File: config.mk
export PLATFORM = sky130hd
export DESIGN_NAME = rmm_cell
export DESIGN_NICKNAME = d
export VERILOG_FILES = /design/src/rtl/rmm_pkg.sv /design/src/rtl/rmm_cell.sv
export SDC_FILE = /design/constraint.sdc
export NUM_CORES = 1
export LEC_CHECK = 0
export ABC_AREA = 1
export BUFFER_PORTS_ARGS = -buffer_cell sky130_fd_sc_hd__buf_2
export CAP_MARGIN = 20
export CORE_UTILIZATION = 49
export DETAILED_ROUTE_END_ITERATION = 7
export GPL_TIMING_DRIVEN = 0
export PLACE_DENSITY = 0.95
export SYNTH_ARGS = -nofsm -noshare
export SYNTH_HDL_FRONTEND = slang
export SYNTH_SLANG_ARGS = --single-unit
File: constraint.sdc
create_clock -name clk_i -period 5.8 [get_ports clk_i]
set_clock_uncertainty 0.15 [all_clocks]
set_input_delay 0.58 -clock clk_i [delete_from_list [all_inputs] [get_ports clk_i]]
set_output_delay 0.58 -clock clk_i [all_outputs]
set_load 0.02 [all_outputs]
File: src/rtl/rmm_pkg.sv
// Package with the shared constants, codes and transaction types of the running median unit.
`default_nettype none

package rmm_pkg;

  localparam int CAPACITY = 64;
  localparam int IDX_W    = $clog2(CAPACITY);
  localparam int CNT_W    = $clog2(CAPACITY + 1);
  localparam int VALUE_W  = 32;
  localparam int MEDIAN_W = VALUE_W + 1;
  localparam int COUNT_W  = 7;

  typedef enum logic {
    CMD_INSERT = 1'b0,
    CMD_REMOVE = 1'b1
  } cmd_e;

  typedef enum logic [1:0] {
    ST_DONE   = 2'd0,
    ST_FULL   = 2'd1,
    ST_ABSENT = 2'd2
  } status_e;

  typedef struct packed {
    cmd_e                       cmd;
    logic signed [VALUE_W-1:0]  value;
  } in_t;

  typedef struct packed {
    logic signed [MEDIAN_W-1:0] median_doubled;
    logic [COUNT_W-1:0]         entry_count;
    status_e                    status;
  } out_t;

  typedef struct packed {
    logic                       ins;
    logic                       rem;
    logic signed [VALUE_W-1:0]  value;
  } cell_ctrl_t;

endpackage

`default_nettype wire

File: src/rtl/rmm_cell.sv
// One cell of the sorted chain: holds one value and shifts toward a neighbor on insert or remove.
`default_nettype none

module rmm_cell import rmm_pkg::*; (
  input  wire                        clk_i,
  input  wire cell_ctrl_t            ctrl_i,
  input  wire                        occ_i,
  input  wire                        tail_i,
  input  wire logic signed [VALUE_W-1:0] left_val_i,
  input  wire                        left_gt_i,
  input  wire logic signed [VALUE_W-1:0] right_val_i,
  output logic signed [VALUE_W-1:0]  val_o,
  output logic                       gt_o,
  output logic                       eq_o
);

  logic signed [VALUE_W-1:0] val_q;
  logic signed [VALUE_W-1:0] val_d;

  assign val_o = val_q;
  assign gt_o  = occ_i && (val_q > ctrl_i.value);
  assign eq_o  = occ_i && (val_q == ctrl_i.value);

  always_comb begin
    val_d = val_q;
    if (ctrl_i.ins) begin
      if (left_gt_i) begin
        val_d = left_val_i;
      end else if (gt_o || tail_i) begin
        val_d = ctrl_i.value;
      end
    end else if (ctrl_i.rem) begin
      if (gt_o || eq_o) begin
        val_d = right_val_i;
      end
    end
  end

  always_ff @(posedge clk_i) begin
    val_q <= val_d;
  end

endmodule

`default_nettype wire

==> out/metrics.yaml, run 1 <==
cts.repair_timing.setup_buffer_count: 0
dieArea_um2: 5420
m2_gr_usage_pct: 50.1
clkPwrFrac_pct: 28.0
drc: 0
grt_busiest_layer: "met2"
finalSetupViolCount: 0
postSynth.asyncResetShare_pct: 0
power-per-cell-area_nw_per_um2: 224
max_slew_margin_pct: 37.0
ctsRootBufferMaster: "clkbuf_8"
finalSetupTns_ns: 0
netlist_area_um2: 2510
worst_setup_path_end_kind: "flip-flop"
final.period_utilization_pct: 49.9
worstPathMaxFanout: 32
drt-total-wl_um: 7200
floorplan.die.height_um: 73.6
yosys_register_bits: 32
std_cell_rows: 25
gpl.final_weighted_congestion: 0.850
cts-hold-fix-buffers: 0
clock_path_buffers: 2
globalRouteMet1Util_pct: 30.8
synthFlopType: "edfxtp_1"
timing.fmax_mhz: 345
synth_seq_area_share_pct: 38.2
grt_start_max_net_pins: 33
tritoncts: "built"
post_cts_repair_resize_count: 0
dp_slack_ns: 2.60
setup.worst_path.start_class: "input port"
worst_ep_arrival_time_ns: 2.65
clock_sink_count: 32
largest_register_ffs: 32
power_frac_comb_pct: 31.7
drive_above_1_share_pct: 32.3
syn2layout_area_growth_pct: 34.7
syn_nets: 464
final_cell_area_um2: 3390
ys.warnings.count: 0
port-buffer-count: 135
die-width_um: 73.6
path_class: "input port to flip-flop"
postRouteAntennaNets: 0
synth-edff-count: 32
timing.final.ws_setup_ns: 2.90
crit_required_ns: 5.56
result_of_the_run: "complete, no violations"
first_pass_grt_wire_length_um: 11100
gr-total-overflow: 0
timing_worst_slew_pin_value_ns: 0.942
vias: 2714
hold_viol_final: 0
timing.final.max_slew_violations: 0
worstSkewPairLatency_ns: 0.29
io-pin-count: 136
cts-buffers-inserted: 5
maximum_vdd_drop_v: 0.000132
min-delay-path-class: "input port to flip-flop"
final_stage_net_count: 606
total_switching_power_uw: 247
drt-wirelength-per-cell_um: 13.3
global_route_usage_sum_pct: 27.5
post_synth_num_cell_types: 21
total_power_uw: 759
grt_setup_unrepaired: "no"
place.detailed.hpwl_um: 5650
final_period_minus_worst_setup_slack_ns: 2.90
post_synth_inst_count: 330
drt_first_pass_iters: 4
gr-usage-met3_pct: 6.31
fin_cells: 540
maxCapViolCount: 0
dpl_cell_area_um2: 3280
avgViaCountPerCell: 5.03
dp.cells: 532
leakagePower_nw: 1.79
drt_iter0_drc: 129
initial_utilization_pct: 52.2
grt_antenna_before_repair: 0
avg_cell_area_syn_um2: 7.62
p_seq_share_pct: 40.2
antenna_cells_inserted: 0
clock_transition_at_the_register_clock_pins_on_the_worst_setup_and_hold_paths_after_cts_ns: 0.07
placeableCoreArea_um2: 4820
first_global_vias: 2580
swShare_pct: 32.6
h-tree-depth: 2
cell_internal_pwr_uw: 512
## synthesized netlist by cell type (4+ instances only)
cell type  instances  area, um2
inv_2              4       15.0
inv_1             40        150
edfxtp_1          32        961
nor2_1            42        158
o21ai_0           36        180
a21oi_1           14       70.1
o21ai_1           30        150
ha_1              32        400
nand3_1            5       25.0
nand2_1           69        259
clkbuf_1          12       45.0
## logic make-up (layout without fill, tap and decap cells)
logic type	count (synthesis)	count (layout)	synth area share, %
buffers and inverters	57	200	8.51
DFF	32	32	38.2
adders and majority gates	32	32	15.9
and+or+nand+nor	125	125	20.2
AOI/OAI and AO/OA	84	84	17.1
## layout make-up
type,count,area [um2]
repair buffers,135,676
fillers,408,1430
flip-flops and latches,32,961
multi-input cells,241,1350
well taps,67,83.8
inverters,45,169
clock buffers,6,72.6
plain buffers,12,45.0
clock inverters,2,35.0
## path summary, 6_finish.rpt
| check | from | endpoint | slack (ns) | cells past startpoint |
|---|---|---|---|---|
| min | right_val_i[0] | val_o[0] | 0.42 | 3 |
| min reg2reg | val_o[31] | val_o[7] | 1.16 | 6 |
| max reg2reg | val_o[27] | val_o[14] | 2.91 | 12 |
| max | ctrl_i[27] | val_o[14] | 2.90 | 14 |
## routing by layer
metal  routed length [um]  up-vias
li1                     -     1383
met1                 2880     1212
met2                 3790      110
met3                  416        9
met4                  120        0
met5                    0        -
## worst max-delay path, cell delays in order
cell and delay [ns]:
buf_2 0.09, inv_1 0.04, ha_1 0.30, a21oi_1 0.17, o21ai_0 0.11, nand2_1 0.06, nand2_1 0.05, a21oi_1 0.15
nand2_1 0.07, nand2_1 0.06, nand3_2 0.08, nand3_1 0.08, nand2_1 0.08, nor2_4 0.72
## placed cells by master (no fill, tap or decap), drive strengths merged, types with 2 or more instances in the layout
master	n
clkbuf	18
ha	32
o21a	2
nand3	7
nor2	45
inv	44
o21ai	66
nand2	71
a21oi	14
edfxtp	32
clkinv	2
buf	135
## through the flow
step | hold slack (ns) | utilization, %
final | 0.425 | 70.3
after global routing | 0.420 | 70.3
after CTS | 0.419 | 70.3
after detailed placement | 0.717 | 68.1
after global placement | 0.711 | 68.0
after floorplan | 0.621 | -
## power groups by stage
stage	sequential, mW	combinational (mW)	clock [mW]
2_1_floorplan	0.340	0.112	0
3_3_place_gp	0.308	0.229	0
3_5_place_dp	0.310	0.239	0
4_1_cts	0.305	0.241	0.214
5_1_grt	0.308	0.270	0.225
6_report	0.305	0.241	0.213
No activity file was read; power rests on OpenSTA's default activity.
==> inputs of run 2 (changes only) <==
--- a/config.mk
+++ b/config.mk
@@ -5,13 +5,13 @@
 export SDC_FILE = /design/constraint.sdc
 export NUM_CORES = 1
 export LEC_CHECK = 0
-export ABC_AREA = 1
+export ABC_AREA = 0
 export BUFFER_PORTS_ARGS = -buffer_cell sky130_fd_sc_hd__buf_2
 export CAP_MARGIN = 20
-export CORE_UTILIZATION = 49
+export CORE_UTILIZATION = 41
 export DETAILED_ROUTE_END_ITERATION = 7
 export GPL_TIMING_DRIVEN = 0
-export PLACE_DENSITY = 0.95
+export PLACE_DENSITY = 0.87
 export SYNTH_ARGS = -nofsm -noshare
 export SYNTH_HDL_FRONTEND = slang
 export SYNTH_SLANG_ARGS = --single-unit
==> constraint.sdc (replaced) <==
create_clock -name clk_i -period 2.4 [get_ports clk_i]
set_clock_uncertainty 0.15 [all_clocks]
set_input_delay 0.24 -clock clk_i [delete_from_list [all_inputs] [get_ports clk_i]]
set_output_delay 0.24 -clock clk_i [all_outputs]
set_load 0.02 [all_outputs]
==> out/metrics.yaml, run 2 <==
synthMostInstantiatedCell: "a21oi_1"
grt_antenna_before_repair: 0  # unchanged
avgViaCountPerCell: 5.36  # +6.7%
max_slew_margin_pct: 60.5  # +23 points
floorplan.die.height_um: 80.0  # +8.7%
final.period_utilization_pct: 119
cell_internal_pwr_mw: 1.25  # +140%
timing.final.max_slew_violations: 0  # unchanged
std_cell_rows: 28  # +12%
endpoint: "gt_o"
crit_path_cell_trace: "ha_1, nor2b_1, o211ai_1, a2111oi_2, o31a_1, or3_4, a21boi_4, buf_6"
largest_register_ffs: 32  # unchanged
hold_viol_final: 0  # unchanged
drc: 0  # unchanged
final_period_minus_worst_setup_slack_ns: 2.85
failed_checks: "negative setup slack"
worst-r2r-setup-slack_ns: -0.31  # -3.22 ns
antenna_cells_inserted: 0  # unchanged
yosys_register_bits: 32  # unchanged
netlist_area_um2: 2500  # -0.70%
synthFlopType: "edfxtp_1"
crit_start: "val_o[1]"
clock_path_buffers: 2  # unchanged
tritoncts: "built"
timing.fmax_mhz: 350
worst_r2r_path_depth: 11  # -1
io-pin-count: 136  # unchanged
path_class: "flip-flop to primary output"
ctsRootBufferMaster: "clkbuf_8"
syn_nets: 401  # -14%
vias: 2693  # -0.77%
finalSetupTns_ns: -10.30  # -10.30 ns
synthTopCellsByArea: "edfxtp_1 38%, ha_1 16%, mux2i_1 13%"
timing.final.ws_setup_ns: -0.455  # -3.36 ns
global_route_usage_sum_pct: 23.0  # -4.5 points
crit_required_ns: 2.01  # -3.55 ns
power-per-cell-area_nw_per_um2: 506  # +130%
leading_cell_types_by_count_after_synthesis: "45 x a21oi_1, 37 x nor2_1"
min-delay-path-class: "input port to flip-flop"
p_seq_share_pct: 39.2  # -1.0 points
cp.depth: 8  # -6
power_frac_comb_pct: 39.3  # +7.6 points
path_buf_inv: 1  # -1
cpLargestDelayFamily: "compound AO/OA/AOI/OAI gates"
ys.warnings.count: 0  # unchanged
maxCapViolCount: 0  # unchanged
synth-edff-count: 32  # unchanged
clkPwrFrac_pct: 21.5  # -6.5 points
post_synth_num_cell_types: 31  # +48%
first_pass_grt_wire_length_um: 11200  # +0.93%
swShare_pct: 35.0  # +2.5 points
gr-total-overflow: 0  # unchanged
clock_transition_at_the_register_clock_pins_on_the_worst_setup_and_hold_paths_after_cts_ns: 0.07  # about the same
dieArea_um2: 6410  # +18%
gpl.final_weighted_congestion: 0.852  # +0.27%
die-width_um: 80.0  # +8.7%
clock_sink_count: 32  # unchanged
place.detailed.hpwl_um: 5520  # -2.3%
drive_above_1_share_pct: 44.0  # +12 points
port-buffer-count: 134  # -0.74%
crit-reg2reg-launch: "val_o[31]"
worstSkewPairLatency_ns: 0.28  # about the same
drt_iter0_drc: 88  # -32%
total_power_mw: 1.92  # +150%
first_global_vias: 2543  # -1.4%
grt_start_max_net_pins: 33  # unchanged
drt-wirelength-per-cell_um: 15.0  # +12%
drt_first_pass_iters: 6  # +2
setup.worst_path.start_class: "flip-flop"
total_switching_power_uw: 673  # +170%
finalSetupViolCount: 34  # +34
worst_ep_arrival_time_ns: 2.46  # -0.19 ns
fin_worst_hold_slack_ns: 0.124  # -0.301 ns
h-tree-depth: 2  # unchanged
avg_cell_area_syn_um2: 9.35  # +23%
standard_cell_with_the_maximum_stage_delay_on_the_critical_path: "edfxtp_1"
final_cell_mix: "135 x buf_2, 42 x a21oi_1, 37 x nor2_1"
worstPathMaxFanout: 3  # -91%
cts-buffers-inserted: 5  # unchanged
timing_worst_slew_pin_value_ns: 0.593  # -0.349 ns
placeableCoreArea_um2: 5890  # +22%
postRouteAntennaNets: 0  # unchanged
synth_largest_area_cell: "edfxtp_1"
postSynth.asyncResetShare_pct: 0  # unchanged
syn2layout_area_growth_pct: 51.9
final_common_cell: "buf_2"
worst_setup_path_end_kind: "primary output"
initial_utilization_pct: 42.4  # -9.8 points
drt-total-wl_um: 7510  # +4.3%
worst_r2r_endpoint: "val_o[12]"
final_stage_net_count: 560  # -7.6%
cts-hold-fix-buffers: 0  # unchanged
leakagePower_nw: 1.86  # +4.3%
maximum_vdd_drop_v: 0.000259  # +96%
grt_setup_unrepaired: "yes"
synth_seq_area_share_pct: 38.5  # +0.27 points
post_synth_inst_count: 267  # -19%
yosysTopAreaCellShare_pct: 38.5  # +0.27 points
result_of_the_run: "finished, violations left"
slowest_delay_ns: 0.41  # -0.31 ns
==> run 2: changes by cell type in the layout (fill, tap and decap cells not counted), moves of 16 or more <==
cell,before,now
o21ai_1,30,3
buf_4,0,16
a21oi_1,14,42
nand2_1,69,7
mux2i_1,0,32
o21ai_0,36,2
==> run 2: area by class of cell <==
type | instances | area (um2)
sequential | 32 | 961
tap | 75 | 93.8
inverter | 32 | 120
buffer | 11 | 45.0
multi-input combinational | 193 | 1670
fill | 487 | 2090
clock buffer | 5 | 68.8
clock inverter | 3 | 13.8
timing repair buffer | 151 | 823
==> run 2: metal layers <==
metal	wire length, um	vias to the layer above	global-route usage (%)
li1	-	1287	-
met1	3060	1257	26.0
met2	3790	128	42.1
met3	428	21	2.97
met4	238	0	11.4
met5	0	-	0
==> run 2: timing repair <==
item                                   CTS  global route
setup endpoints to repair               33            34
gates resized for setup                 13            18
cloned                                   0             1
pin swaps                                7            11
buffers inserted                        10             7
endpoints found under the hold margin    0             0
==> run 2: cell families (layout without fill, tap and decap cells) <==
family                   after synthesis  count (layout)  synth area share (%)
AND/OR/NAND/NOR                       65              66                  11.9
AO/OA/AOI/OAI                         63              63                  14.1
buffers and inverters                 43             202                  6.61
adder cells (fa/ha/maj)               32              32                  16.0
multiplexers                          32              32                  12.8
flip-flops                            32              32                  38.5
==> run 2: worst min-delay path by stage <==
stage                 to             from  slack [ns]  cells past startpoint
2_1_floorplan   val_o[0]   right_val_i[0]        0.32                      2
3_3_place_gp   val_o[23]  right_val_i[23]        0.41                      3
3_5_place_dp   val_o[13]  right_val_i[13]        0.41                      3
4_1_cts         val_o[7]   right_val_i[7]        0.11                      3
5_1_grt        val_o[13]  right_val_i[13]        0.13                      3
6_report        val_o[6]   right_val_i[6]        0.12                      3
==> run 2: worst reg2reg max path: stages (launching register included) <==
cell and delay, ns:
edfxtp_1 0.44, ha_4 0.33, nand4_1 0.23, nor3_1 0.26, a22oi_1 0.13, o211ai_1 0.15
buf_4 0.17, buf_4 0.09, buf_4 0.10, a21oi_4 0.05, buf_4 0.16, nand2_8 0.15
==> run 2: metrics by stage <==
step | utilization [%] | worst slack (ns) | std cells | instance area, um2
floorplan | - | -0.134 | 267 | 2570
CTS | 60.9 | -0.454 | 494 | 3590
global route | 64.5 | -0.569 | 502 | 3790
detailed placement | 56.7 | -0.290 | 476 | 3340
finish | 64.5 | -0.455 | 502 | 3790
global placement | 56.7 | -0.243 | 476 | 3340
==> run 2: power groups by stage <==
stage | clock (mW) | sequential [mW] | combinational [mW]
final | 0.412 | 0.753 | 0.756
after global routing | 0.442 | 0.759 | 0.831
after CTS | 0.421 | 0.746 | 0.668
after detailed placement | 0 | 0.756 | 0.618
after global placement | 0 | 0.751 | 0.596
after floorplan | 0 | 0.832 | 0.304
==> inputs of run 3 (changes only) <==
--- a/config.mk
+++ b/config.mk
@@ -5,7 +5,7 @@
 export SDC_FILE = /design/constraint.sdc
 export NUM_CORES = 1
 export LEC_CHECK = 0
-export ABC_AREA = 0
+export ABC_AREA = 1
 export BUFFER_PORTS_ARGS = -buffer_cell sky130_fd_sc_hd__buf_2
 export CAP_MARGIN = 20
 export CORE_UTILIZATION = 41
==> out/metrics.yaml, run 3 (synthesis results as in run 1) <==
clock_transition_at_the_register_clock_pins_on_the_worst_setup_and_hold_paths_after_cts_ns: 0.07  # about the same
floorplan.die.height_um: 80.3  # +0.34%
worstSkewPairLatency_ns: 0.28  # about the same
largest_register_ffs: 32  # unchanged
postRouteAntennaNets: 0  # unchanged
grt_antenna_before_repair: 0  # unchanged
grt_setup_unrepaired: "yes"
final_common_cell: "buf_2"
ctsRootBufferMaster: "clkbuf_8"
drt_iter0_drc: 93  # +5.7%
min-delay-path-class: "input port to flip-flop"
drive_above_1_share_pct: 40.9  # -3.1 points
std_cell_rows: 28  # unchanged
worst_ep_arrival_time_ns: 2.23  # -0.23 ns
placeableCoreArea_um2: 5920  # +0.60%
global_route_usage_sum_pct: 23.7  # +0.66 points
path_class: "flip-flop to flip-flop"
crit_path_cell_trace: "ha_4, a21oi_1, o21a_1, nand2_2, a21oi_2, nand2_1, nand2_1, nand3_2, nand3_2, nand2_4, nor2_4, buf_12"
worstPathMaxFanout: 15  # +12
place.detailed.hpwl_um: 5640  # +2.2%
cts-buffers-inserted: 5  # unchanged
fin_worst_hold_slack_ns: 0.0888  # -0.0350 ns
hold_viol_final: 0  # unchanged
cpLargestDelayFamily: "simple AND/OR/NAND/NOR gates"
leakagePower_nw: 1.84  # -0.94%
standard_cell_with_the_maximum_stage_delay_on_the_critical_path: "edfxtp_1"
drt-total-wl_um: 7830  # +4.2%
finalSetupViolCount: 0  # -100%
die-width_um: 80.3  # +0.34%
drt_first_pass_iters: 4  # -2
clock_sink_count: 32  # unchanged
result_of_the_run: "complete, no violations"
final_period_minus_worst_setup_slack_ns: 2.38  # -0.471 ns
first_pass_grt_wire_length_um: 11500  # +2.3%
drt-wirelength-per-cell_um: 14.0  # -6.4%
h-tree-depth: 2  # unchanged
initial_utilization_pct: 42.5  # +0.045 points
gpl.final_weighted_congestion: 0.942  # +11%
timing.final.max_slew_violations: 0  # unchanged
max_slew_margin_pct: 64.4  # +4.0 points
dieArea_um2: 6450  # +0.69%
fin_cells: 559  # +11%
worst_setup_path_end_kind: "flip-flop"
final_stage_net_count: 617  # +10%
slowest_delay_ns: 0.45  # +0.04 ns
final.period_utilization_pct: 99.3  # -20 points
timing_worst_slew_pin_value_ns: 0.533  # -0.0596 ns
final_cell_mix: "134 x buf_2, 60 x nand2_1, 39 x inv_1, 38 x nor2_1, 34 x o21ai_0"
syn2layout_area_growth_pct: 49.6
gr-total-overflow: 0  # unchanged
clock_path_buffers: 2  # unchanged
maximum_vdd_drop_v: 0.000258  # -0.11%
crit_required_ns: 2.25  # +0.24 ns
antenna_cells_inserted: 0  # unchanged
grt_start_max_net_pins: 16  # -52%
timing.fmax_mhz: 419  # +20%
path_buf_inv: 1  # unchanged
setup.worst_path.start_class: "flip-flop"
vias: 2835  # +5.3%
drc: 0  # unchanged
maxCapViolCount: 0  # unchanged
tritoncts: "built"
io-pin-count: 136  # unchanged
port-buffer-count: 135  # +0.75%
first_global_vias: 2700  # +6.2%
avgViaCountPerCell: 5.07  # -5.5%
cts-hold-fix-buffers: 0  # unchanged
power-per-cell-area_nw_per_um2: 499  # -1.5%
dp.cells: 540  # +13%
## run 3: final timing paths
check / startpoint / end / slack (ns) / depth (start not counted)
worst max-delay path: val_o[21] / val_o[11] / 0.02 / 12
worst min-delay path: right_val_i[28] / val_o[28] / 0.09 / 3
worst max register to register: val_o[21] / val_o[11] / 0.02 / 12
worst min register to register: val_o[31] / val_o[30] / 1.14 / 7
## run 3: worst reg2reg max path, stage by stage (launching register included)
cell	delay (ns)
edfxtp_1	0.45
ha_4	0.27
a21oi_1	0.16
o21a_1	0.14
nand2_2	0.06
a21oi_2	0.13
nand2_1	0.07
nand2_1	0.07
nand3_2	0.11
nand3_2	0.12
nand2_4	0.07
nor2_4	0.12
buf_12	0.16
## run 3: cell type report
type                            instances  area (um2)
Timing Repair Buffer                  145         795
Inverter                               45         169
Tap cell                               75        93.8
Sequential cell                        32         961
Fill cell                             520        2160
Buffer                                 12        45.0
Clock inverter                          1        3.75
Multi-Input combinational cell        242        1620
Clock buffer                            7        76.3
## run 3: repair_timing
| item | CTS | global route |
|---|---|---|
| pin swaps | 2 | 10 |
| buffers inserted | 5 | 5 |
| gates cloned | 1 | 0 |
| resized for setup | 6 | 35 |
| setup endpoints to repair | 33 | 33 |
## run 3: report_power, final
part	total, mW	leakage (nW)	switching [mW]	internal, mW
registers	0.749	0.312	0.0464	0.702
logic	0.735	1.49	0.410	0.324
clock network	0.394	0.0399	0.192	0.202
## run 3: per-stage QoR
| stage | TNS (ns) | util, % | setup slack, ns | cell area, um2 | power [mW] |
|---|---|---|---|---|---|
| after detailed placement | -18.06 | 55.9 | -0.566 | 3310 | 1.34 |
| final | 0 | 63.5 | 0.0162 | 3760 | 1.88 |
| after CTS | 0 | 59.3 | 0.00871 | 3510 | 1.79 |
| after global routing | -3.43 | 63.5 | -0.111 | 3760 | 1.99 |
| after floorplan | -7.65 | - | -0.239 | 2540 | 1.10 |
| after global placement | -15.58 | 55.9 | -0.489 | 3310 | 1.31 |
## run 3: layer usage
| metal | vias to the layer above | global-route usage [%] | part of all wire, % |
|---|---|---|---|
| li1 | 1400 | - | - |
| met5 | - | 0 | 0 |
| met2 | 109 | 44.4 | 51 |
| met4 | 0 | 7.68 | 2.4 |
| met3 | 18 | 4.77 | 6.5 |
| met1 | 1308 | 26.4 | 40 |
